## src/rtl/fir_filter_edge_passthrough_unit_macros.svh

```systemverilog
// assertion macros for the fir edge pass-through filter
// no dependencies; included by the top level only
`ifndef FIR_FILTER_EDGE_PASSTHROUGH_UNIT_MACROS_SVH
`define FIR_FILTER_EDGE_PASSTHROUGH_UNIT_MACROS_SVH
`ifndef ASSERT_OFF
// same-cycle implication, disabled during reset
`define FEP_ASSERT_IMPL(label, clk, rstn, ante, cons) \
    label: assert property (@(posedge clk) disable iff (!(rstn)) (ante) |-> (cons)) \
        else $error("fep: same-cycle check failed");
// next-cycle implication, disabled during reset
`define FEP_ASSERT_NEXT(label, clk, rstn, ante, cons) \
    label: assert property (@(posedge clk) disable iff (!(rstn)) (ante) |=> (cons)) \
        else $error("fep: next-cycle check failed");
`else
`define FEP_ASSERT_IMPL(label, clk, rstn, ante, cons)
`define FEP_ASSERT_NEXT(label, clk, rstn, ante, cons)
`endif
`endif

```

## src/rtl/fep_pkg.sv

```systemverilog
// shared constants and types for the fir edge pass-through filter
// no dependencies; used by every module of the block
package fep_pkg;

    localparam int MAX_TAPS   = 7;
    localparam int SAMPLE_W   = 8;
    localparam int COEF_W     = 16;
    localparam int TAP_W      = 3;
    localparam int IDX_W      = 3;
    localparam int HALF_W     = 2;
    localparam int SEEN_W     = 3;
    localparam int ADDR_W     = 5;
    localparam int DATA_W     = 32;
    localparam int FRAC_W     = 15;
    localparam int PROD_W     = COEF_W + SAMPLE_W + 1;
    localparam int ACC_W      = PROD_W + 3;

    // register indexes on the config port
    localparam logic [IDX_W-1:0] REG_TAP_COUNT = 3'd0;
    localparam logic [IDX_W-1:0] REG_COEF_0    = 3'd1;

    // reset values
    localparam logic [TAP_W-1:0]  TAP_COUNT_RST = 3'd3;
    localparam logic [COEF_W-1:0] COEF_MEAN_RST = 16'd10923;
    localparam int                MEAN_TAPS     = 3;

    typedef logic [MAX_TAPS-1:0][COEF_W-1:0] coef_arr_t;

    // live configuration seen by the datapath
    typedef struct packed {
        logic [TAP_W-1:0] tap_count;
        coef_arr_t        coef;
    } cfg_t;

    // controls for the shared multiply-accumulate unit
    typedef struct packed {
        logic clr;
        logic en;
    } mac_ctl_t;

endpackage

```

## src/rtl/fep_cfg.sv

```systemverilog
// apb register bank: tap count and seven q1.15 coefficients
// depends on fep_pkg
module fep_cfg (
    input  logic                        aclk,
    input  logic                        aresetn,
    input  logic                        psel,
    input  logic                        penable,
    input  logic                        pwrite,
    input  logic [fep_pkg::ADDR_W-1:0]  paddr,
    input  logic [fep_pkg::DATA_W-1:0]  pwdata,
    output logic [fep_pkg::DATA_W-1:0]  prdata,
    output logic                        pready,
    output fep_pkg::cfg_t               cfg
);

    logic [fep_pkg::TAP_W-1:0] tap_count_reg;
    fep_pkg::coef_arr_t        coef_reg;
    logic [fep_pkg::IDX_W-1:0] reg_idx;
    logic [fep_pkg::IDX_W-1:0] coef_idx;
    logic                      wr_en;

    assign pready   = 1'b1;
    assign reg_idx  = paddr[fep_pkg::ADDR_W-1:2];
    assign coef_idx = reg_idx - fep_pkg::REG_COEF_0;
    assign wr_en    = psel && penable && pwrite;

    // register writes
    always_ff @(posedge aclk) begin
        if (!aresetn) begin
            tap_count_reg <= fep_pkg::TAP_COUNT_RST;
            for (int k = 0; k < fep_pkg::MAX_TAPS; k++) begin
                coef_reg[k] <= (k < fep_pkg::MEAN_TAPS) ? fep_pkg::COEF_MEAN_RST : '0;
            end
        end else if (wr_en) begin
            if (reg_idx == fep_pkg::REG_TAP_COUNT) begin
                tap_count_reg <= pwdata[fep_pkg::TAP_W-1:0];
            end else begin
                coef_reg[coef_idx] <= pwdata[fep_pkg::COEF_W-1:0];
            end
        end
    end

    // read-back
    always_comb begin
        if (reg_idx == fep_pkg::REG_TAP_COUNT) begin
            prdata = fep_pkg::DATA_W'(tap_count_reg);
        end else begin
            prdata = fep_pkg::DATA_W'(coef_reg[coef_idx]);
        end
    end

    assign cfg.tap_count = tap_count_reg;
    assign cfg.coef      = coef_reg;

endmodule

```

## src/rtl/fep_mac.sv

```systemverilog
// shared multiply-accumulate unit: one coefficient times one sample per cycle
// depends on fep_pkg; product registered before it is summed
module fep_mac (
    input  logic                               aclk,
    input  logic                               aresetn,
    input  fep_pkg::mac_ctl_t                  ctl,
    input  logic signed [fep_pkg::COEF_W-1:0]  coef,
    input  logic [fep_pkg::SAMPLE_W-1:0]       smp,
    output logic signed [fep_pkg::ACC_W-1:0]   acc
);

    logic signed [fep_pkg::PROD_W-1:0] prod_reg;
    logic signed [fep_pkg::PROD_W-1:0] prod_next;
    logic                              prod_vld_reg;
    logic signed [fep_pkg::ACC_W-1:0]  acc_reg;
    logic signed [fep_pkg::ACC_W-1:0]  acc_next;

    function automatic logic signed [fep_pkg::PROD_W-1:0] PROD_W_MUL(
        input logic signed [fep_pkg::COEF_W-1:0] c,
        input logic [fep_pkg::SAMPLE_W-1:0]      s
    );
        logic signed [fep_pkg::SAMPLE_W:0] s_ext;
        s_ext      = $signed({1'b0, s});
        PROD_W_MUL = c * s_ext;
    endfunction

    // signed coefficient times zero-extended sample
    assign prod_next = PROD_W_MUL(coef, smp);

    // accumulate the previous cycle's product
    always_comb begin
        if (ctl.clr) begin
            acc_next = '0;
        end else if (prod_vld_reg) begin
            acc_next = acc_reg + fep_pkg::ACC_W'(prod_reg);
        end else begin
            acc_next = acc_reg;
        end
    end

    always_ff @(posedge aclk) begin
        if (!aresetn) begin
            prod_vld_reg <= 1'b0;
            acc_reg      <= '0;
        end else begin
            prod_vld_reg <= ctl.en;
            acc_reg      <= acc_next;
        end
    end

    always_ff @(posedge aclk) begin
        prod_reg <= prod_next;
    end

    assign acc = acc_reg;

endmodule

```

## src/rtl/fir_filter_edge_passthrough_unit.sv

```systemverilog
// channel   ports                               dir   request moves
// input     s_valid s_ready s_sample s_last_in  in    one audio sample
// result    m_valid m_ready m_filtered m_last_out out one output sample
// config    psel penable pwrite paddr pwdata..  in    one register write
//
// no-output samples stay in idle; pass-through uses pass and emit, filtering
// mac, drain, round and emit; the shared multiply-accumulate unit handles one
// tap per cycle. a final sample adds one flushed output per trailing edge
// sample (up to 3). a full output register stalls the sequencer until taken.
// reset is synchronous and clears window, count and config to defaults.
`include "fir_filter_edge_passthrough_unit_macros.svh"
// top level: window, sequencer, rounding and output register
// depends on fep_pkg, fep_cfg, fep_mac
module fir_filter_edge_passthrough_unit (
    input  logic                          aclk,
    input  logic                          aresetn,
    input  logic                          s_valid,
    output logic                          s_ready,
    input  logic [fep_pkg::SAMPLE_W-1:0]  s_sample,
    input  logic                          s_last_in,
    output logic                          m_valid,
    input  logic                          m_ready,
    output logic [fep_pkg::SAMPLE_W-1:0]  m_filtered,
    output logic                          m_last_out,
    input  logic                          psel,
    input  logic                          penable,
    input  logic                          pwrite,
    input  logic [fep_pkg::ADDR_W-1:0]    paddr,
    input  logic [fep_pkg::DATA_W-1:0]    pwdata,
    output logic [fep_pkg::DATA_W-1:0]    prdata,
    output logic                          pready
);

    localparam logic [2:0] ST_IDLE  = 3'd0;
    localparam logic [2:0] ST_MAC   = 3'd1;
    localparam logic [2:0] ST_DRAIN = 3'd2;
    localparam logic [2:0] ST_ROUND = 3'd3;
    localparam logic [2:0] ST_PASS  = 3'd4;
    localparam logic [2:0] ST_EMIT  = 3'd5;
    localparam logic [2:0] ST_FLUSH = 3'd6;

    localparam logic [fep_pkg::SEEN_W-1:0] SEEN_MAX = '1;
    localparam logic [fep_pkg::SAMPLE_W-1:0] SAMPLE_MAX = '1;
    localparam int SH_W = fep_pkg::ACC_W - fep_pkg::FRAC_W;

    typedef logic [fep_pkg::MAX_TAPS-1:0][fep_pkg::SAMPLE_W-1:0] win_t;

    fep_pkg::cfg_t     cfg;
    fep_pkg::mac_ctl_t mac_ctl;
    logic signed [fep_pkg::ACC_W-1:0] acc;

    logic [2:0]                    state_reg, state_next;
    win_t                          win_reg, win_next;
    logic [fep_pkg::SEEN_W-1:0]    seen_reg, seen_next;
    logic [fep_pkg::HALF_W-1:0]    half_reg, half_next;
    logic                          last_reg, last_next;
    logic [fep_pkg::HALF_W-1:0]    flush_reg, flush_next;
    logic [fep_pkg::IDX_W-1:0]     k_reg, k_next;
    logic [fep_pkg::SAMPLE_W-1:0]  res_reg, res_next;
    logic                          m_valid_reg, m_valid_next;
    logic [fep_pkg::SAMPLE_W-1:0]  m_filtered_reg, m_filtered_next;
    logic                          m_last_reg, m_last_next;

    logic [fep_pkg::TAP_W-1:0]     taps_eff;
    logic [fep_pkg::HALF_W-1:0]    half_cfg;
    logic [fep_pkg::SEEN_W-1:0]    seen_inc;
    logic [fep_pkg::IDX_W-1:0]     rd_idx;
    logic [fep_pkg::SAMPLE_W-1:0]  win_rd;
    logic                          out_free;
    logic                          s_accept;
    logic signed [fep_pkg::ACC_W-1:0] rnd;
    logic [SH_W-1:0]               rnd_sh;
    logic [fep_pkg::SAMPLE_W-1:0]  sat_val;

    fep_cfg u_cfg (
        .aclk    (aclk),
        .aresetn (aresetn),
        .psel    (psel),
        .penable (penable),
        .pwrite  (pwrite),
        .paddr   (paddr),
        .pwdata  (pwdata),
        .prdata  (prdata),
        .pready  (pready),
        .cfg     (cfg)
    );

    fep_mac u_mac (
        .aclk    (aclk),
        .aresetn (aresetn),
        .ctl     (mac_ctl),
        .coef    ($signed(cfg.coef[k_reg])),
        .smp     (win_rd),
        .acc     (acc)
    );

    // effective tap count is always odd; half width of the window
    assign taps_eff = cfg.tap_count | fep_pkg::TAP_W'(1);
    assign half_cfg = taps_eff[fep_pkg::TAP_W-1:1];
    assign seen_inc = (seen_reg == SEEN_MAX) ? seen_reg : seen_reg + 1'b1;

    assign s_ready  = (state_reg == ST_IDLE);
    assign s_accept = s_valid && s_ready;
    assign out_free = !m_valid_reg || m_ready;

    // single window read port, address picked by the sequencer
    always_comb begin
        case (state_reg)
            ST_MAC:   rd_idx = k_reg;
            ST_FLUSH: rd_idx = fep_pkg::IDX_W'(flush_reg - 1'b1);
            default:  rd_idx = fep_pkg::IDX_W'(half_reg);
        endcase
    end
    assign win_rd = win_reg[rd_idx];

    // round half up from q1.15, clamp to sample range
    assign rnd    = acc + fep_pkg::ACC_W'(1 << (fep_pkg::FRAC_W - 1));
    assign rnd_sh = rnd[fep_pkg::ACC_W-1:fep_pkg::FRAC_W];
    always_comb begin
        if (rnd[fep_pkg::ACC_W-1]) begin
            sat_val = '0;
        end else if (rnd_sh > SH_W'(SAMPLE_MAX)) begin
            sat_val = SAMPLE_MAX;
        end else begin
            sat_val = rnd_sh[fep_pkg::SAMPLE_W-1:0];
        end
    end

    // sequencer
    always_comb begin
        state_next      = state_reg;
        win_next        = win_reg;
        seen_next       = seen_reg;
        half_next       = half_reg;
        last_next       = last_reg;
        flush_next      = flush_reg;
        k_next          = k_reg;
        res_next        = res_reg;
        m_valid_next    = m_valid_reg && !m_ready;
        m_filtered_next = m_filtered_reg;
        m_last_next     = m_last_reg;
        mac_ctl.clr     = 1'b0;
        mac_ctl.en      = 1'b0;

        case (state_reg)
            ST_IDLE: begin
                if (s_accept) begin
                    win_next    = {win_reg[fep_pkg::MAX_TAPS-2:0], s_sample};
                    seen_next   = seen_inc;
                    half_next   = half_cfg;
                    last_next   = s_last_in;
                    k_next      = '0;
                    mac_ctl.clr = 1'b1;
                    if (!s_last_in) begin
                        flush_next = '0;
                    end else if (seen_inc > fep_pkg::SEEN_W'(half_cfg)) begin
                        flush_next = half_cfg;
                    end else begin
                        flush_next = seen_inc[fep_pkg::HALF_W-1:0];
                    end
                    if (seen_inc > fep_pkg::SEEN_W'(half_cfg)) begin
                        if (seen_inc <= fep_pkg::SEEN_W'({half_cfg, 1'b0})) begin
                            state_next = ST_PASS;
                        end else begin
                            state_next = ST_MAC;
                        end
                    end else if (s_last_in) begin
                        state_next = ST_FLUSH;
                    end
                end
            end
            ST_MAC: begin
                mac_ctl.en = 1'b1;
                k_next     = k_reg + 1'b1;
                if (k_reg == fep_pkg::IDX_W'({half_reg, 1'b0})) begin
                    state_next = ST_DRAIN;
                end
            end
            ST_DRAIN: begin
                state_next = ST_ROUND;
            end
            ST_ROUND: begin
                res_next   = sat_val;
                state_next = ST_EMIT;
            end
            ST_PASS: begin
                res_next   = win_rd;
                state_next = ST_EMIT;
            end
            ST_EMIT: begin
                if (out_free) begin
                    m_valid_next    = 1'b1;
                    m_filtered_next = res_reg;
                    m_last_next     = last_reg && (flush_reg == '0);
                    if (flush_reg != '0) begin
                        state_next = ST_FLUSH;
                    end else begin
                        state_next = ST_IDLE;
                        if (last_reg) begin
                            win_next  = '0;
                            seen_next = '0;
                            last_next = 1'b0;
                        end
                    end
                end
            end
            ST_FLUSH: begin
                if (out_free) begin
                    m_valid_next    = 1'b1;
                    m_filtered_next = win_rd;
                    m_last_next     = (flush_reg == fep_pkg::HALF_W'(1));
                    flush_next      = flush_reg - 1'b1;
                    if (flush_reg == fep_pkg::HALF_W'(1)) begin
                        state_next = ST_IDLE;
                        win_next   = '0;
                        seen_next  = '0;
                        last_next  = 1'b0;
                    end
                end
            end
            default: begin
                state_next = ST_IDLE;
            end
        endcase
    end

    // control state
    always_ff @(posedge aclk) begin
        if (!aresetn) begin
            state_reg   <= ST_IDLE;
            win_reg     <= '0;
            seen_reg    <= '0;
            last_reg    <= 1'b0;
            flush_reg   <= '0;
            k_reg       <= '0;
            m_valid_reg <= 1'b0;
        end else begin
            state_reg   <= state_next;
            win_reg     <= win_next;
            seen_reg    <= seen_next;
            last_reg    <= last_next;
            flush_reg   <= flush_next;
            k_reg       <= k_next;
            m_valid_reg <= m_valid_next;
        end
    end

    // payload
    always_ff @(posedge aclk) begin
        half_reg       <= half_next;
        res_reg        <= res_next;
        m_filtered_reg <= m_filtered_next;
        m_last_reg     <= m_last_next;
    end

    assign m_valid    = m_valid_reg;
    assign m_filtered = m_filtered_reg;
    assign m_last_out = m_last_reg;

    // checks
    `FEP_ASSERT_IMPL(a_empty_window, aclk, aresetn, seen_reg == '0, win_reg == '0)
    `FEP_ASSERT_NEXT(a_out_hold, aclk, aresetn, m_valid && !m_ready, m_valid && $stable(m_filtered) && $stable(m_last_out))
    `FEP_ASSERT_IMPL(a_flush_only_last, aclk, aresetn, state_reg == ST_FLUSH, last_reg && (flush_reg != '0))
    `FEP_ASSERT_IMPL(a_tap_in_range, aclk, aresetn, state_reg == ST_MAC, k_reg <= fep_pkg::IDX_W'({half_reg, 1'b0}))

endmodule

```

## config.mk

```make
export PLATFORM = sky130hd
export DESIGN_NAME = fir_filter_edge_passthrough_unit
export DESIGN_NICKNAME = d
export VERILOG_FILES = /design/src/rtl/fep_pkg.sv /design/src/rtl/fep_cfg.sv /design/src/rtl/fep_mac.sv /design/src/rtl/fir_filter_edge_passthrough_unit.sv
export VERILOG_INCLUDE_DIRS = /design/src /design/src/rtl
export SDC_FILE = /design/constraint.sdc
export NUM_CORES = 1
export LEC_CHECK = 0
export ABC_CLOCK_PERIOD_IN_PS = 6700
export BUFFER_PORTS_ARGS = -buffer_cell sky130_fd_sc_hd__buf_2
export CAP_MARGIN = 20
export CORE_MARGIN = 2
export CORE_UTILIZATION = 63
export CTS_CLUSTER_DIAMETER = 150
export CTS_CLUSTER_SIZE = 40
export DETAILED_ROUTE_END_ITERATION = 6
export PLACE_DENSITY = 0.82
export SYNTH_ARGS = -nofsm -noshare
export SYNTH_HDL_FRONTEND = slang
export SYNTH_SLANG_ARGS = --single-unit
```

## constraint.sdc

```tcl
create_clock -name aclk -period 6.7 [get_ports aclk]
set_input_delay 0.335 -clock aclk [delete_from_list [all_inputs] [get_ports aclk]]
set_output_delay 0.335 -clock aclk [all_outputs]
set_load 0.01 [all_outputs]
```

---- Yosys cells after proc, flatten, opt, wreduce, memory -nomap -nowiden ----
Cells that the tools add are included.
storage, ports and cells
  flip-flop bits (word level) ............. 257
  input port bits ......................... 53
  logic and storage cells ................. 153
operators by class
  add/subtract/negate cells ............... 7
  $mul .................................... 1
  order comparisons ....................... 7
  equal/unequal tests ..................... 17
  mux-type cells .......................... 61
  bitwise logic cells ..................... 2
  reductions and logical operators ........ 30
operators by type and width
  cell                    number
  $mux 56                 6
  $pmux 56 s3             1
  $bwmux 112              1
  $bmux 16 s3             2
  $mux 16                 4
  $demux 16 s3            1
  $mux 3                  15
  $mux 8                  5
  $pmux 8 s2              2
  $add 28x16->28 const B  1
  $add 28x25->28          1
  $mul 16x9->25           1
  $bmux 8 s3              1
  $pmux 3 s6              1
  $gt 13x8->1 const B     1
  $eq 3x3->1 const B      4
  $lt 3x4->1 const B      3
  $mux 1                  12
  $ne 2x2->1 const B      6
  $pmux 3 s2              2
  $reduce_and 6->1        2
  $reduce_bool 2->1       5
  $pmux 3 s3              1
  $mux 2                  4
  27 further kinds        43

---- Logic depth before layout (Yosys ltp) ----
  depth after elaboration ................. 7
  mapped depth ............................ 29
  depth with buffers taken out ............ 26

---- Hierarchy ----
Synthesis repeated with hierarchy kept, for this count alone.
unflattened totals
  cells, all modules ...................... 2126
  area, all modules ....................... 18856.8 um^2
modules (own cells, without submodules)
  module                            instances  cells each  area each (um^2)  seq. area each (um^2)
  fep_mac                           1          889         7644.8            1081.0
  fir_filter_edge_passthrough_unit  1          679         5775.5            1951.9
  fep_cfg                           1          558         5436.5            2302.2

---- Worst setup path before layout ----
Ideal clock, no wire load.
  kind .................................... register -> register
  from .................................... reg flush_reg[0] in the netlist's numbering
  to ...................................... reg u_mac.prod_reg[24] in the netlist's numbering
  data arrival time ....................... 5894 ps
  path slack .............................. 686 ps
  stages on the path, launching flop included .. 28
  buffers on the path ..................... 3
  clock period less this slack ............ 6014 ps
  cell sequence ........................... dfxtp_1 -> inv_1 -> ha_1 -> o2bb2ai_1 -> nand2_2 -> o311a_1 -> buf_2 -> and2_1 -> buf_2 -> o2bb2ai_1 -> mux2_4 -> buf_6 -> nor2b_1 -> fa_1 -> fa_1 -> fa_1 -> inv_1 -> fa_1 -> inv_1 -> ha_1 -> a21oi_1 -> nand2_1 -> nor3_1 -> a21oi_1 -> a211oi_1 -> o21ai_0 -> a21oi_1 -> xnor2_1
on the way
  longest elaborated chain between the ends .. 5
RTL lines
  item                          line                                     RTL
  start: declaration            fir_filter_edge_passthrough_unit.sv:57   logic [fep_pkg::HALF_W-1:0] flush_reg, flush_next;
  start signal: assignment      fir_filter_edge_passthrough_unit.sv:242  flush_reg <= flush_next;
  $sub 2x1->3                   fir_filter_edge_passthrough_unit.sv:110  ST_FLUSH: rd_idx = fep_pkg::IDX_W'(flush_reg - 1'b1);
  $pmux 3 s2                    fir_filter_edge_passthrough_unit.sv:108  case (state_reg)
  $bmux 8 s3                    fir_filter_edge_passthrough_unit.sv:114  assign win_rd = win_reg[rd_idx];
  $mux 8 (implied by the code)  fir_filter_edge_passthrough_unit.sv:114
  $mul 16x9->25                 fep_mac.sv:24                            PROD_W_MUL = c * s_ext;
  via u_mac.prod_next, one bit  fep_mac.sv:13                            logic signed [fep_pkg::PROD_W-1:0] prod_next;
  end signal: assignment        fep_mac.sv:52                            prod_reg <= prod_next;
  end: declaration              fep_mac.sv:12                            logic signed [fep_pkg::PROD_W-1:0] prod_reg;
The timed path passes the listed nets, and every way through them passes these cells. The select of a mux whose other input is x is not followed.
A chain may end at the register's enable or synchronous reset.

---- Final worst setup path ----
  from .................................... reg flush_reg[0] in the netlist's numbering
  to ...................................... reg u_mac.prod_reg[21] in the netlist's numbering
The elaborated chain is that of the path after synthesis.

==> reports/results.ini <==
[synth]
syn_area_per_cell_um2 = 8.36
yosys.area_share.simple = 0.192
yosysUniqueCellTypes = 68
synthTopCellsByCount = nand2_1, dfxtp_1, inv_1, nor2_1, a21oi_1
synthMuxAreaShare = 0.0924
synth.most_common_cell = nand2_1
yosysTopAreaCellShare = 0.258
seq_area_frac_synth = 0.289
synth_compound_area_frac = 0.154
synth.area.top_cells = dfxtp_1, fa_1, nand2_1
synthXorXnorAreaFrac = 0.0270
syn_inst = 2211
synth_top_flop_cell = dfxtp_1
synth_top_family_by_area = simple AND/OR/NAND/NOR gates
ys_seq_elements = 257
synth_edf_count = 19
syn_area_um2 = 18500
ys_warn_count = 0
async_flop_share = 0
synthAdderAreaFrac = 0.172
yosysTopAreaCell = dfxtp_1

[global_routing]
grt_use_total = 0.305
grt_max_degree = 81
antenna_found_initial = 5
grt_pass1_wl_mm = 77.1
first_global_vias = 15600
grt-ovfl-total = 0

[worst_setup_path]
cp.required_ps = 7150
worstSetupPathType = flop to flop
arrival_ps = 6970
rrSetupSlack_ps = 180
worstSetupEndpointType = flop
worstReg2RegEnd = u_mac.prod_reg[21]
crit_path_start_kind = flop
r2r_start = flush_reg[0]
cp_max_fo = 13
ff2ff_path_depth = 28
crit_slowest_cell = fa_1
max_stage_delay_ps = 540

[placement]
place_congestion = 0.898
io_buffers = 61
dp_slack_ps = 220
place_hpwl_mm = 32.8
placed_area_um2 = 19100

[flow_run]
maxCapViolations = 0

[routing]
num_vias = 15800
drt_wl_total_mm = 46.9
drc = 0
ant_nets = 0
wl_per_cell_um = 17.9
drt-initial-drc-count = 1599
vias_per_cell = 6.03
drt-pass1-iter-count = 6

[sta]
fin_tns_setup_ps = 0
fin_crit_ps = 6520
fmax_mhz = 153
slew_headroom = 0.214
finalCritPeriodShare = 0.973
hold_violations = 0
fin_skew_ps = 26.9
setup_viol = 0
postLayoutSetupSlackWorst_ps = 183
whs_ps = 55.7
worst_pin_slew_ps = 1180
maxSlewViolCount = 0

[hold_path]
holdPathEnd = win_reg[0]
hp-start = s_sample[0]
hold_depth = 3
hold_class = primary input to flop

[floorplanning]
rows = 62
die_h_um = 175
die_w_um = 175
core_area_um2 = 28800
die-area_um2 = 30700
start_util = 0.642
io_pins = 97

[clocking]
cts_root_buf = clkbuf_16
cts_hold_buf = 0
htreeDepth = 1
clockBufferDepth = 3
clk_pin_slew_ps = 150
clock_latency_ps = 510
cts_tree = done
cts.sinks = 257
cts-buffers-inserted = 10

[outcome]
status = finished clean

[power_and_ir_drop]
ir_worst_vdd_mv = 0.249
power_density_nw_per_um2 = 229
power_w = 0.00450
p_leak_nw = 8.14

[layout]
syn_to_final_growth_pct = 6.10
final_area_um2 = 19600
largest_reg_flops = 112
drive_gt1_frac = 0.102
nets = 2471
nFillCells = 2263

-- critical path: cells and delay by family, from the launching register on --
family | cells | cell delay [ps]
buf+inv | 7 | 740
mux | 3 | 680
simple gates | 3 | 280
flops | 1 | 360
compound gates | 8 | 1520
xor+xnor | 1 | 130
fa+ha+maj | 6 | 2730
-- cells in the final DEF, fill, tap and decap left out, types with 9 or more instances in the layout --
cell type,count
xor2_1,17
a211oi_1,15
buf_2,61
a31oi_1,14
conb_1,17
or2_1,9
o21a_1,13
nand2_1,409
inv_1,164
fa_1,103
buf_4,67
nand2b_1,48
edfxtp_1,19
mux2_2,10
xnor2_1,38
dfxtp_1,236
clkbuf_16,11
mux4_2,24
a22o_1,9
nand3_1,104
ha_1,89
mux2i_2,10
a21o_1,17
a221oi_1,22
mux2i_1,78
o21ai_0,61
nor3_1,18
a21oi_1,158
nor2b_1,30
a21boi_0,75
nor2_1,159
-- per-stage QoR --
| stage | cells | utilization |
|---|---|---|
| CTS | 2604 | 0.675 |
| global route | 2616 | 0.682 |
| detailed placement | 2588 | 0.664 |
| floorplan | 2226 | - |
| finish | 2616 | 0.682 |
| global placement | 2588 | 0.664 |
-- report_power, final --
group / internal [W] / leakage (nW) / total, W / switching, W
Combinational: 0.000710 / 5.89 / 0.00193 / 0.00122
Sequential: 0.00168 / 2.10 / 0.00175 / 0.0000738
Clock: 0.000315 / 0.149 / 0.000811 / 0.000496
Total: 0.00270 / 8.14 / 0.00450 / 0.00179
-- cell families (layout without fill, tap and decap cells) --
group / after synthesis / count (layout)
muxes: 130 / 131
xor gates and xnor gates: 57 / 57
AOI/OAI and AO/OA: 444 / 444
other: 2 / 19
buffers and inverters: 310 / 313
DFF: 257 / 257
adders and majority gates: 192 / 192
and+or+nand+nor: 819 / 819
-- cell type report --
cell class,count,area [um2],area share
diodes,2,5.00,0.000255
clock buffers,14,287,0.0146
clock inverters,2,27.5,0.00140
inverters,166,623,0.0318
multi-input cells,1660,12000,0.611
flip-flops and latches,257,5340,0.272
well taps,384,480,0.0245
repair buffers,131,868,0.0443
-- how the worst max path moves through the flow --
stage	from	end	slack (ps)	cells after the start
after floorplan	flush_reg[0]	u_mac.prod_reg[24]	690	27
after detailed placement	flush_reg[0]	u_mac.prod_reg[24]	220	25
after global placement	flush_reg[0]	u_mac.prod_reg[24]	340	26
after global routing	flush_reg[1]	u_mac.prod_reg[24]	-20	28
final	flush_reg[0]	u_mac.prod_reg[21]	180	28
after CTS	flush_reg[0]	u_mac.prod_reg[24]	160	25
-- repair_timing --
action,in CTS,in global routing
gates resized for setup,0,21
buffers inserted,0,9
endpoints found under the setup margin,0,6
-- routing by layer --
layer,track usage,vias up,share of wire
met4,0.126,4,0.040
li1,-,7419,-
met5,0,-,0.00043
met2,0.505,673,0.47
met3,0.0396,130,0.086
met1,0.404,7559,0.41
Power figures use the tool's default switching activity.
